$ cat config.mk
export PLATFORM = sky130hd
export DESIGN_NAME = priority_ready_queue_scheduler_top_flat
export DESIGN_NICKNAME = d
export VERILOG_FILES = /design/src/sv/prqs_pkg.sv /design/src/sv/prqs_if.sv /design/src/sv/prqs_ctrl.sv /design/src/sv/prqs_dpath.sv /design/src/sv/priority_ready_queue_scheduler_top.sv /design/src/flat_wrapper.sv
export VERILOG_INCLUDE_DIRS = /design/src /design/src/sv
export SDC_FILE = /design/constraint.sdc
export NUM_CORES = 2
export LEC_CHECK = 0
export CAP_MARGIN = 20
export CORE_MARGIN = 2
export CORE_UTILIZATION = 39
export DETAILED_ROUTE_END_ITERATION = 8
export DONT_BUFFER_PORTS = 1
export HOLD_SLACK_MARGIN = 0.06
export PLACE_DENSITY = 0.62
export SETUP_SLACK_MARGIN = 0.3
export SLEW_MARGIN = 10
export SYNTH_ARGS = -nofsm -noshare
export SYNTH_HDL_FRONTEND = slang
export SYNTH_SLANG_ARGS = --single-unit
$ cat constraint.sdc
create_clock -name clk_i -period 10.2 [get_ports clk_i]
set_input_delay 1.02 -clock clk_i [delete_from_list [all_inputs] [get_ports clk_i]]
set_output_delay 1.02 -clock clk_i [all_outputs]
set_load 0.01 [all_outputs]
$ cat src/sv/priority_ready_queue_scheduler_top_assert.svh
// ----------------------------------------------------------------------------
// Assertion macros for the priority ready queue scheduler
// Clocked property checks that stay quiet while reset is held.
// ----------------------------------------------------------------------------
`ifndef PRIORITY_READY_QUEUE_SCHEDULER_TOP_ASSERT_SVH
`define PRIORITY_READY_QUEUE_SCHEDULER_TOP_ASSERT_SVH

// Check that a property holds at every rising edge outside reset.
`define PRQS_ASSERT(lbl, clk, rstn, prop, msg) \
  lbl: assert property (@(posedge clk) disable iff (!rstn) (prop)) else $error(msg);

// Check that a condition never occurs outside reset.
`define PRQS_ASSERT_NEVER(lbl, clk, rstn, cond, msg) \
  lbl: assert property (@(posedge clk) disable iff (!rstn) !(cond)) else $error(msg);

`endif

$ cat src/sv/prqs_pkg.sv
// ----------------------------------------------------------------------------
// prqs_pkg
// Shared types, codes and sizes of the priority ready queue scheduler.
// ----------------------------------------------------------------------------
package prqs_pkg;

  localparam int unsigned NUM_SLOTS_DEF  = 64;
  localparam int unsigned NUM_LEVELS_DEF = 32;

  // Fixed field widths of the request and response channels
  localparam int unsigned ACTION_W = 2;
  localparam int unsigned SLOT_W   = 6;
  localparam int unsigned LEVEL_W  = 6;
  localparam int unsigned STATUS_W = 2;
  localparam int unsigned CLEVEL_W = 5;
  localparam int unsigned BEST_W   = 6;

  typedef enum logic [ACTION_W-1:0] {
    ACT_MAKE_READY = 2'd0,
    ACT_PICK_NEXT  = 2'd1,
    ACT_SET_PRIO   = 2'd2,
    ACT_RSVD       = 2'd3
  } action_e;

  typedef enum logic [STATUS_W-1:0] {
    ST_OK        = 2'd0,
    ST_BAD_LEVEL = 2'd1,
    ST_EMPTY     = 2'd2,
    ST_QUEUED    = 2'd3
  } status_e;

  typedef enum logic [3:0] {
    S_IDLE,
    S_DECODE,
    S_PICK_HD,
    S_UNL_LV,
    S_UNL_RD,
    S_UNL_WR,
    S_APP_RD,
    S_APP_WR,
    S_FIN
  } state_e;

  // Controller to datapath commands
  typedef struct packed {
    logic    in_ready;
    logic    load_in;
    logic    set_status;
    status_e status_code;
    logic    pick_start;
    logic    pick_take;
    logic    lvl_take;
    logic    unl_wr;
    logic    app_sel;
    logic    app_wr;
    logic    lvl_wr;
    logic    out_load;
  } ctrl_cmd_t;

  // Datapath to controller status
  typedef struct packed {
    logic    in_valid;
    action_e action;
    logic    lv_bad;
    logic    queued;
    logic    empty;
    logic    out_free;
  } dp_stat_t;

endpackage

$ cat src/sv/prqs_if.sv
// ----------------------------------------------------------------------------
// prqs_req_if / prqs_rsp_if
// Valid/ready channels carrying scheduler requests and responses.
// ----------------------------------------------------------------------------
interface prqs_req_if;
  logic                             valid;
  logic                             ready;
  logic [prqs_pkg::ACTION_W-1:0]    action;
  logic [prqs_pkg::SLOT_W-1:0]      proc_slot;
  logic [prqs_pkg::LEVEL_W-1:0]     level;

  modport source (output valid, action, proc_slot, level, input ready);
  modport sink   (input valid, action, proc_slot, level, output ready);
endinterface

interface prqs_rsp_if;
  logic                             valid;
  logic                             ready;
  logic [prqs_pkg::STATUS_W-1:0]    status;
  logic [prqs_pkg::SLOT_W-1:0]      chosen_slot;
  logic [prqs_pkg::CLEVEL_W-1:0]    chosen_level;
  logic [prqs_pkg::BEST_W-1:0]      best_level;

  modport source (output valid, status, chosen_slot, chosen_level, best_level,
                  input ready);
  modport sink   (input valid, status, chosen_slot, chosen_level, best_level,
                  output ready);
endinterface

$ cat src/sv/prqs_ctrl.sv
// ----------------------------------------------------------------------------
// prqs_ctrl
// Sequencer for make-ready, pick-next and set-priority requests.
// ----------------------------------------------------------------------------
module prqs_ctrl (
  input  logic                 clk_i,
  input  logic                 rst_ni,
  input  prqs_pkg::dp_stat_t   stat_i,
  output prqs_pkg::ctrl_cmd_t  cmd_o
);

  prqs_pkg::state_e state_q, state_d;

  always_ff @(posedge clk_i or negedge rst_ni) begin
    if (!rst_ni) begin
      state_q <= prqs_pkg::S_IDLE;
    end else begin
      state_q <= state_d;
    end
  end

  // Next state
  always_comb begin
    state_d = state_q;
    unique case (state_q)
      prqs_pkg::S_IDLE: begin
        if (stat_i.in_valid) state_d = prqs_pkg::S_DECODE;
      end
      prqs_pkg::S_DECODE: begin
        unique case (stat_i.action)
          prqs_pkg::ACT_MAKE_READY: begin
            if (stat_i.lv_bad || stat_i.queued) state_d = prqs_pkg::S_FIN;
            else                                state_d = prqs_pkg::S_APP_RD;
          end
          prqs_pkg::ACT_PICK_NEXT: begin
            if (stat_i.empty) state_d = prqs_pkg::S_FIN;
            else              state_d = prqs_pkg::S_PICK_HD;
          end
          prqs_pkg::ACT_SET_PRIO: begin
            if (!stat_i.lv_bad && stat_i.queued) state_d = prqs_pkg::S_UNL_LV;
            else                                 state_d = prqs_pkg::S_FIN;
          end
          default: state_d = prqs_pkg::S_FIN;
        endcase
      end
      prqs_pkg::S_PICK_HD: state_d = prqs_pkg::S_UNL_RD;
      prqs_pkg::S_UNL_LV:  state_d = prqs_pkg::S_UNL_RD;
      prqs_pkg::S_UNL_RD:  state_d = prqs_pkg::S_UNL_WR;
      prqs_pkg::S_UNL_WR: begin
        if (stat_i.action == prqs_pkg::ACT_SET_PRIO) state_d = prqs_pkg::S_APP_RD;
        else                                         state_d = prqs_pkg::S_FIN;
      end
      prqs_pkg::S_APP_RD:  state_d = prqs_pkg::S_APP_WR;
      prqs_pkg::S_APP_WR:  state_d = prqs_pkg::S_FIN;
      prqs_pkg::S_FIN: begin
        if (stat_i.out_free) state_d = prqs_pkg::S_IDLE;
      end
      default: state_d = prqs_pkg::S_IDLE;
    endcase
  end

  // Command outputs
  always_comb begin
    cmd_o = '0;
    cmd_o.status_code = prqs_pkg::ST_OK;
    unique case (state_q)
      prqs_pkg::S_IDLE: begin
        cmd_o.in_ready = 1'b1;
        cmd_o.load_in  = stat_i.in_valid;
      end
      prqs_pkg::S_DECODE: begin
        unique case (stat_i.action)
          prqs_pkg::ACT_MAKE_READY: begin
            priority if (stat_i.lv_bad) begin
              cmd_o.set_status  = 1'b1;
              cmd_o.status_code = prqs_pkg::ST_BAD_LEVEL;
            end else if (stat_i.queued) begin
              cmd_o.set_status  = 1'b1;
              cmd_o.status_code = prqs_pkg::ST_QUEUED;
            end else begin
              // append follows
            end
          end
          prqs_pkg::ACT_PICK_NEXT: begin
            if (stat_i.empty) begin
              cmd_o.set_status  = 1'b1;
              cmd_o.status_code = prqs_pkg::ST_EMPTY;
            end else begin
              cmd_o.pick_start = 1'b1;
            end
          end
          prqs_pkg::ACT_SET_PRIO: begin
            priority if (stat_i.lv_bad) begin
              cmd_o.set_status  = 1'b1;
              cmd_o.status_code = prqs_pkg::ST_BAD_LEVEL;
            end else if (!stat_i.queued) begin
              cmd_o.lvl_wr = 1'b1;
            end else begin
              // unlink and append follow
            end
          end
          default: ;
        endcase
      end
      prqs_pkg::S_PICK_HD: cmd_o.pick_take = 1'b1;
      prqs_pkg::S_UNL_LV:  cmd_o.lvl_take  = 1'b1;
      prqs_pkg::S_UNL_RD:  ;
      prqs_pkg::S_UNL_WR:  cmd_o.unl_wr    = 1'b1;
      prqs_pkg::S_APP_RD:  cmd_o.app_sel   = 1'b1;
      prqs_pkg::S_APP_WR:  cmd_o.app_wr    = 1'b1;
      prqs_pkg::S_FIN:     cmd_o.out_load  = stat_i.out_free;
      default: ;
    endcase
  end

endmodule

$ cat src/sv/prqs_dpath.sv
// ----------------------------------------------------------------------------
// prqs_dpath
// Level and link tables, queued bits, level mask and response register.
// ----------------------------------------------------------------------------
module prqs_dpath #(
  parameter int unsigned NUM_SLOTS  = prqs_pkg::NUM_SLOTS_DEF,
  parameter int unsigned NUM_LEVELS = prqs_pkg::NUM_LEVELS_DEF
) (
  input  logic                 clk_i,
  input  logic                 rst_ni,
  prqs_req_if.sink             req_i,
  prqs_rsp_if.source           rsp_o,
  input  prqs_pkg::ctrl_cmd_t  cmd_i,
  output prqs_pkg::dp_stat_t   stat_o
);

  localparam int unsigned SW = $clog2(NUM_SLOTS);
  localparam int unsigned LW = $clog2(NUM_LEVELS);
  localparam int unsigned BW = $clog2(NUM_LEVELS + 1);
  localparam int unsigned NUM_CODES = 2 ** prqs_pkg::SLOT_W;
  localparam logic [prqs_pkg::LEVEL_W:0] LEVEL_LIMIT = (prqs_pkg::LEVEL_W + 1)'(NUM_LEVELS);
  localparam logic [BW-1:0] NO_LEVEL = BW'(NUM_LEVELS);

  // Slot number folded into the table range
  logic [SW-1:0] slot_fold [NUM_CODES];
  for (genvar g = 0; g < NUM_CODES; g++) begin : g_fold
    assign slot_fold[g] = SW'(g % NUM_SLOTS);
  end

  // Request capture
  logic [prqs_pkg::ACTION_W-1:0] action_q;
  logic [SW-1:0]                 s_q;
  logic [LW-1:0]                 lv_q;
  logic                          lv_bad_q;
  logic [LW-1:0]                 olv_q;
  logic [SW-1:0]                 cslot_q;
  logic [LW-1:0]                 clevel_q;
  prqs_pkg::status_e             status_q;

  // Control state
  logic [NUM_LEVELS-1:0] mask_q;
  logic [NUM_SLOTS-1:0]  queued_q;

  // Tables
  logic [SW-1:0] head_mem [NUM_LEVELS];
  logic [SW-1:0] tail_mem [NUM_LEVELS];
  logic [SW-1:0] next_mem [NUM_SLOTS];
  logic [SW-1:0] prev_mem [NUM_SLOTS];
  logic [LW-1:0] lvl_mem  [NUM_SLOTS];

  logic [SW-1:0] head_rd_q, tail_rd_q, next_rd_q, prev_rd_q;
  logic [LW-1:0] lvl_rd_q;

  // Response register
  logic                          out_valid_q;
  prqs_pkg::status_e             out_status_q;
  logic [prqs_pkg::SLOT_W-1:0]   out_cslot_q;
  logic [prqs_pkg::CLEVEL_W-1:0] out_clevel_q;
  logic [prqs_pkg::BEST_W-1:0]   out_best_q;

  logic [BW-1:0] best_w;
  logic          at_head, at_tail, tail_live;
  logic [LW-1:0] head_raddr, tail_raddr;

  logic          head_we, tail_we, next_we, prev_we, lvl_we;
  logic [LW-1:0] head_wa, tail_wa;
  logic [SW-1:0] head_wd, tail_wd, next_wa, next_wd, prev_wa, prev_wd;

  // Most urgent non-empty level
  always_comb begin
    best_w = NO_LEVEL;
    for (int i = NUM_LEVELS - 1; i >= 0; i--) begin
      if (mask_q[i]) best_w = BW'(i);
    end
  end

  assign at_head   = (head_rd_q == s_q);
  assign at_tail   = (tail_rd_q == s_q);
  assign tail_live = mask_q[lv_q];

  assign head_raddr = cmd_i.pick_start ? best_w[LW-1:0] : olv_q;
  assign tail_raddr = cmd_i.app_sel ? lv_q : olv_q;

  // Table write ports: unlink and append never share a cycle
  always_comb begin
    head_we = 1'b0; head_wa = lv_q;  head_wd = s_q;
    tail_we = 1'b0; tail_wa = lv_q;  tail_wd = s_q;
    next_we = 1'b0; next_wa = tail_rd_q; next_wd = s_q;
    prev_we = 1'b0; prev_wa = s_q;   prev_wd = tail_rd_q;
    lvl_we  = cmd_i.app_wr | cmd_i.lvl_wr;
    if (cmd_i.unl_wr) begin
      head_we = at_head & ~at_tail;
      head_wa = olv_q;
      head_wd = next_rd_q;
      tail_we = at_tail & ~at_head;
      tail_wa = olv_q;
      tail_wd = prev_rd_q;
      next_we = ~at_head & ~at_tail;
      next_wa = prev_rd_q;
      next_wd = next_rd_q;
      prev_we = ~at_head & ~at_tail;
      prev_wa = next_rd_q;
      prev_wd = prev_rd_q;
    end else if (cmd_i.app_wr) begin
      head_we = ~tail_live;
      tail_we = 1'b1;
      next_we = tail_live;
      prev_we = tail_live;
    end
  end

  always_ff @(posedge clk_i) begin
    if (head_we) head_mem[head_wa] <= head_wd;
    head_rd_q <= head_mem[head_raddr];
  end

  always_ff @(posedge clk_i) begin
    if (tail_we) tail_mem[tail_wa] <= tail_wd;
    tail_rd_q <= tail_mem[tail_raddr];
  end

  always_ff @(posedge clk_i) begin
    if (next_we) next_mem[next_wa] <= next_wd;
    next_rd_q <= next_mem[s_q];
  end

  always_ff @(posedge clk_i) begin
    if (prev_we) prev_mem[prev_wa] <= prev_wd;
    prev_rd_q <= prev_mem[s_q];
  end

  always_ff @(posedge clk_i) begin
    if (lvl_we) lvl_mem[s_q] <= lv_q;
    lvl_rd_q <= lvl_mem[s_q];
  end

  // Request capture and working registers
  always_ff @(posedge clk_i) begin
    if (cmd_i.load_in) begin
      action_q <= req_i.action;
      s_q      <= slot_fold[req_i.proc_slot];
      lv_q     <= LW'(req_i.level);
      lv_bad_q <= ({1'b0, req_i.level} >= LEVEL_LIMIT);
      cslot_q  <= '0;
      clevel_q <= '0;
    end
    if (cmd_i.pick_start) olv_q <= best_w[LW-1:0];
    if (cmd_i.lvl_take)   olv_q <= lvl_rd_q;
    if (cmd_i.pick_take) begin
      s_q      <= head_rd_q;
      cslot_q  <= head_rd_q;
      clevel_q <= olv_q;
    end
  end

  // Control state: mask, queued bits, status, response valid
  always_ff @(posedge clk_i or negedge rst_ni) begin
    if (!rst_ni) begin
      mask_q      <= '0;
      queued_q    <= '0;
      status_q    <= prqs_pkg::ST_OK;
      out_valid_q <= 1'b0;
    end else begin
      if (cmd_i.load_in)    status_q <= prqs_pkg::ST_OK;
      if (cmd_i.set_status) status_q <= cmd_i.status_code;
      if (cmd_i.unl_wr) begin
        queued_q[s_q] <= 1'b0;
        if (at_head && at_tail) mask_q[olv_q] <= 1'b0;
      end
      if (cmd_i.app_wr) begin
        queued_q[s_q] <= 1'b1;
        mask_q[lv_q]  <= 1'b1;
      end
      if (cmd_i.out_load)  out_valid_q <= 1'b1;
      else if (rsp_o.ready) out_valid_q <= 1'b0;
    end
  end

  always_ff @(posedge clk_i) begin
    if (cmd_i.out_load) begin
      out_status_q <= status_q;
      out_cslot_q  <= prqs_pkg::SLOT_W'(cslot_q);
      out_clevel_q <= prqs_pkg::CLEVEL_W'(clevel_q);
      out_best_q   <= prqs_pkg::BEST_W'(best_w);
    end
  end

  assign req_i.ready        = cmd_i.in_ready;
  assign rsp_o.valid        = out_valid_q;
  assign rsp_o.status       = out_status_q;
  assign rsp_o.chosen_slot  = out_cslot_q;
  assign rsp_o.chosen_level = out_clevel_q;
  assign rsp_o.best_level   = out_best_q;

  assign stat_o.in_valid = req_i.valid;
  assign stat_o.action   = prqs_pkg::action_e'(action_q);
  assign stat_o.lv_bad   = lv_bad_q;
  assign stat_o.queued   = queued_q[s_q];
  assign stat_o.empty    = (best_w == NO_LEVEL);
  assign stat_o.out_free = ~out_valid_q | rsp_o.ready;

endmodule

$ cat src/sv/priority_ready_queue_scheduler_top.sv
// ----------------------------------------------------------------------------
// priority_ready_queue_scheduler_top
// Ready queue of process slots over priority levels, level 0 most urgent.
// ----------------------------------------------------------------------------
// Usage:
//   req_i carries one request: action (make ready, pick next, set priority),
//   proc_slot and level. rsp_o returns exactly one response per request:
//   status, chosen_slot, chosen_level and the most urgent non-empty level
//   left after the request (NUM_LEVELS when every level is empty).
//   The block works on one request at a time. After decode, a rejected
//   request or a set-priority of an idle slot goes to its final step;
//   make ready appends, pick next takes and unlinks the most urgent head,
//   and a queued set-priority unlinks and then appends. The response
//   appears in the register in the cycle after the final step and a new
//   request is taken then. The steps are registered reads and writes of
//   the head, tail and link tables, each with one read and one write port.
//   Reset empties every level and clears all queued bits at once; the link
//   tables need no clearing pass. A stalled response holds in the output
//   register while the next request is accepted and processed; that request
//   then waits in its final step until the response register frees up.
// ----------------------------------------------------------------------------
`include "priority_ready_queue_scheduler_top_assert.svh"

module priority_ready_queue_scheduler_top #(
  parameter int unsigned NUM_SLOTS  = prqs_pkg::NUM_SLOTS_DEF,
  parameter int unsigned NUM_LEVELS = prqs_pkg::NUM_LEVELS_DEF
) (
  input  logic       clk_i,
  input  logic       rst_ni,
  prqs_req_if.sink   req_i,
  prqs_rsp_if.source rsp_o
);

  // Command and status bundles between sequencer and datapath
  prqs_pkg::ctrl_cmd_t cmd;
  prqs_pkg::dp_stat_t  stat;

  // Sequencer: walks each request through its table accesses
  prqs_ctrl u_ctrl (
    .clk_i  (clk_i),
    .rst_ni (rst_ni),
    .stat_i (stat),
    .cmd_o  (cmd)
  );

  // Datapath: tables, level mask, queued bits and response register
  prqs_dpath #(
    .NUM_SLOTS  (NUM_SLOTS),
    .NUM_LEVELS (NUM_LEVELS)
  ) u_dpath (
    .clk_i  (clk_i),
    .rst_ni (rst_ni),
    .req_i  (req_i),
    .rsp_o  (rsp_o),
    .cmd_i  (cmd),
    .stat_o (stat)
  );

  // A request keeps the block busy in the cycle after it is accepted
  `PRQS_ASSERT(a_busy_after_req, clk_i, rst_ni,
    (req_i.valid && req_i.ready) |=> !req_i.ready, "request accepted while busy")

  // Loading the response register raises the response valid
  `PRQS_ASSERT(a_rsp_loaded, clk_i, rst_ni,
    cmd.out_load |=> rsp_o.valid, "response load did not show valid")

  // An empty-queue response reports that no level holds a slot
  `PRQS_ASSERT(a_empty_best, clk_i, rst_ni,
    (rsp_o.valid && rsp_o.status == prqs_pkg::ST_EMPTY) |->
      (rsp_o.best_level == prqs_pkg::BEST_W'(NUM_LEVELS)),
    "empty response with a non-empty level")

  // Table update steps are mutually exclusive
  `PRQS_ASSERT_NEVER(a_one_update, clk_i, rst_ni,
    !$onehot0({cmd.unl_wr, cmd.app_wr, cmd.lvl_wr}), "overlapping table updates")

endmodule
$ cat src/flat_wrapper.sv
// flat-port wrapper written by rule: the top's interface ports become plain ports
module priority_ready_queue_scheduler_top_flat 
#(
  parameter int unsigned NUM_SLOTS  = prqs_pkg::NUM_SLOTS_DEF,
  parameter int unsigned NUM_LEVELS = prqs_pkg::NUM_LEVELS_DEF
)
  (clk_i, rst_ni, req_i_valid, req_i_action, req_i_proc_slot, req_i_level, req_i_ready, rsp_o_valid, rsp_o_status, rsp_o_chosen_slot, rsp_o_chosen_level, rsp_o_best_level, rsp_o_ready);
  prqs_req_if req_i_i ();
  prqs_rsp_if rsp_o_i ();
  input  logic clk_i;
  input  logic rst_ni;
  input wire logic [$bits(req_i_i.valid)-1:0] req_i_valid;
  input wire logic [$bits(req_i_i.action)-1:0] req_i_action;
  input wire logic [$bits(req_i_i.proc_slot)-1:0] req_i_proc_slot;
  input wire logic [$bits(req_i_i.level)-1:0] req_i_level;
  output wire logic [$bits(req_i_i.ready)-1:0] req_i_ready;
  output wire logic [$bits(rsp_o_i.valid)-1:0] rsp_o_valid;
  output wire logic [$bits(rsp_o_i.status)-1:0] rsp_o_status;
  output wire logic [$bits(rsp_o_i.chosen_slot)-1:0] rsp_o_chosen_slot;
  output wire logic [$bits(rsp_o_i.chosen_level)-1:0] rsp_o_chosen_level;
  output wire logic [$bits(rsp_o_i.best_level)-1:0] rsp_o_best_level;
  input wire logic [$bits(rsp_o_i.ready)-1:0] rsp_o_ready;
  assign req_i_i.valid = req_i_valid;
  assign req_i_i.action = req_i_action;
  assign req_i_i.proc_slot = req_i_proc_slot;
  assign req_i_i.level = req_i_level;
  assign req_i_ready = req_i_i.ready;
  assign rsp_o_valid = rsp_o_i.valid;
  assign rsp_o_status = rsp_o_i.status;
  assign rsp_o_chosen_slot = rsp_o_i.chosen_slot;
  assign rsp_o_chosen_level = rsp_o_i.chosen_level;
  assign rsp_o_best_level = rsp_o_i.best_level;
  assign rsp_o_i.ready = rsp_o_ready;
  priority_ready_queue_scheduler_top #(.NUM_SLOTS(NUM_SLOTS), .NUM_LEVELS(NUM_LEVELS)) u_core (.clk_i(clk_i), .rst_ni(rst_ni), .req_i(req_i_i), .rsp_o(rsp_o_i));
endmodule
==> out/results.ini <==
[status]
outcome=finished clean

[clock_network]
cts_max_level=4
ctsRootBufferMaster=clkbuf_16
clockBufferDepth=3
ctsResizeCount=0
clock_latency_ns=0.80
clk_pin_slew_ns=0.06
cts_hold_buffers=1
clock-sinks=1653
cts_buffers=165
cts_setup_buffers=0
cts_tree=built

[sta]
worst_slack_ns=4.83
finalCriticalPeriod_ns=5.37
worst_slew_pin_slew_ns=1.10
setup_tns_ns=0
rsz0062_at_grt=false
finalSetupViolCount=0
max_freq_mhz=186
drv_slew=0
final.setup_skew_ns=0.0429
relSlewSlack_pct=26.5
hold_violations=0
finalCritPeriodShare_pct=52.6

[cells_and_area]
final_nets=4081
drive_gt1_share_pct=9.74
nFillCells=14100
seq_area_um2=48800
area_growth_pct=12.2
multi_input_area_um2=14100

[setup_path]
critPathRequiredTime_ns=10.64
end_kind=flip-flop
slowest_delay_ns=0.66
critPathSlowestCell=o41ai_4
crit_buf_inv=3
cp_max_fo=65
critical_path.top_delay_family=simple AND/OR/NAND/NOR gates
worstSetupStartpointType=flip-flop
cp_data_arrival_time_ns=5.81
critPathKind=reg2reg
timing.rr.start=u_core.u_dpath.s_q[0]
path_cells=buf_4 > inv_1 > and3_4 > buf_4 > a22oi_1 > a41oi_1 > nor4_1 > nand2_1 > o41ai_4 > nand2_1 > nor2_1
ff2ff_path_depth=11
ff2ff_setup_slack_ns=4.83
startpoint=u_core.u_dpath.s_q[0]
r2r-end=u_core.u_dpath.lvl_mem[26][0]

[synth]
ys.flop_type=edfxtp_1
synth-seq-cells=1653
synth_top_area_cell=edfxtp_1
synthCells=4087
synth_cell_type_count=74
syn_nets=4105
synth-adder-area-share_pct=0
synth_top_area_share_pct=71.2
yosysSeqAreaShare_pct=76.3
synth_compound_area_share_pct=13.0
synth_edf_count=1516
avgSynthCellArea_um2=15.7
async_reset_ff_share_pct=6.23
synth_area_leaders=edfxtp_1 (71%), a22oi_1 (5.3%), dfrtp_1 (4.0%), mux2i_1 (1.9%), nor2_1 (1.7%)
yosys.area_share.simple_pct=6.11
synthesis.area_um2=64000
synthXorXnorAreaFrac_pct=0.164
yosysWarnings=0
synth_top_family_by_area=compound AO/OA/AOI/OAI gates
synthMuxAreaShare_pct=2.64

[placed_design]
gp_congestion=0.877
place_ws_ns=4.83
hpwl_um=98300
portBuffers=0

[detailed_routing]
drt-initial-drc-count=4875
viasPerCell=5.92
drc=0
vias=37800
wl_per_cell_um=26.0
wl_um=166000
drtPass1Iterations=8
antenna_left=0

[power_and_ir_drop]
p_leak_nw=22.1
p_per_area_nw_per_um2=253
peakVddDrop_mv=0.204

[job]
cap_violations=0

[die]
core_um2=163000
start_util_pct=39.3
die_area_um2=167000
die_h_um=409
die_w_um=409
row_count=148
ios=39

[global_routing]
grt_max_degree=104
grt_pass1_wl_um=245000
grt_usage_pct=19.4
antenna_found_initial=8
grt_pass1_vias=36000
overflow=0

[hold_path]
min_path_type=in2async

==> state kept, by name, summed over array words and instances (netlist names), 2 cells and up <==
signal / count
u_core.u_dpath.status_q: 2
u_core.u_dpath.prev_rd_q: 6
u_core.u_dpath.lvl_rd_q: 5
u_core.u_dpath.rsp_o.chosen_level: 5
u_core.u_dpath.cslot_q: 6
u_core.u_dpath.rsp_o.chosen_slot: 6
u_core.u_dpath.head_mem: 192
u_core.u_dpath.tail_mem: 192
u_core.u_dpath.rsp_o.status: 2
u_core.u_dpath.lvl_mem: 320
u_core.u_dpath.lv_q: 5
u_core.u_dpath.queued_q: 64
u_core.u_ctrl.state_q: 4
u_core.u_dpath.action_q: 2
u_core.u_dpath.s_q: 6
u_core.u_dpath.rsp_o.best_level: 6
u_core.u_dpath.prev_mem: 384
u_core.u_dpath.next_rd_q: 6
u_core.u_dpath.clevel_q: 5
u_core.u_dpath.mask_q: 32
u_core.u_dpath.olv_q: 5
u_core.u_dpath.tail_rd_q: 6
u_core.u_dpath.next_mem: 384
u_core.u_dpath.head_rd_q: 6
==> placed cells by master, fill, tap and decap left out, types with 70 or more instances in the layout <==
cell	n
buf_4	71
and2_1	70
edfxtp_1	1516
nor2_1	283
a22oi_1	449
nand2_1	217
mux2i_1	119
o21ai_0	137
a21oi_1	93
dfrtp_1	103
clkbuf_16	169
a31oi_1	85
==> cell families (layout without fill, tap and decap cells) <==
logic type	Yosys count	after routing
flip-flops	1653	1653
AO/OA/AOI/OAI	1156	1156
AND/OR/NAND/NOR	818	818
buffers and inverters	297	410
multiplexers	151	151
XOR/XNOR	12	12
other	0	2
==> per-stage QoR <==
step           cell area [µm²]  utilization [%]  hold slack [ns]  cells  power, mW
3_3_place_gp             66300             40.7            0.409   6063       12.2
2_1_floorplan            64000                -            0.400   4087       10.7
3_5_place_dp             66300             40.7            0.410   6064       12.2
6_report                 71800             44.1           0.0917   6377       18.2
5_1_grt                  71800             44.1            0.145   6376       18.7
4_1_cts                  71700             44.0            0.117   6369       18.2
==> how the worst max path moves through the flow <==
stage	to	slack, ns	depth (start not counted)
5_1_grt	u_core.u_dpath.lvl_mem[26][4]	4.55	11
6_report	u_core.u_dpath.lvl_mem[26][0]	4.83	11
4_1_cts	u_core.u_dpath.lvl_mem[26][3]	4.79	11
3_5_place_dp	u_core.u_dpath.lvl_mem[26][2]	4.83	11
3_3_place_gp	u_core.u_dpath.lvl_mem[39][3]	4.93	11
2_1_floorplan	u_core.u_dpath.next_mem[37][0]	6.06	12
==> report_power, final <==
group          total, mW  internal [mW]  switching, mW
clock network       5.98           3.45           2.53
registers           8.44           8.26          0.181
logic               3.73          0.924           2.80
total               18.2           12.6           5.51
==> synthesized netlist by cell type, drive strengths merged (65+ instances only) <==
master,n
a221oi,65
dfrtp,103
edfxtp,1516
nor2,288
a22oi,449
nand2,221
a211oi,69
clkbuf,220
mux2i,124
o21ai,139
a21oi,94
and2,74
o31ai,69
a31oi,85
==> cell type report <==
type / count / share of cell area [%]
clock inverter: 88 / 1.20
antenna: 2 / 0.00697
tap: 2175 / 3.79
clock buffer: 216 / 6.23
timing repair buffer: 81 / 1.00
sequential: 1653 / 67.9
multi-input combinational: 2137 / 19.7
inverter: 25 / 0.134
==> metal layers <==
layer / vias up / GRT usage, % / wire length, µm
li1: 16400 / - / -
met1: 19200 / 27.7 / 69500
met2: 1897 / 30.7 / 78500
met3: 273 / 3.18 / 13600
met4: 0 / 5.61 / 4330
met5: - / 0 / 0
Note: power is estimated with default switching activity, not from simulation.
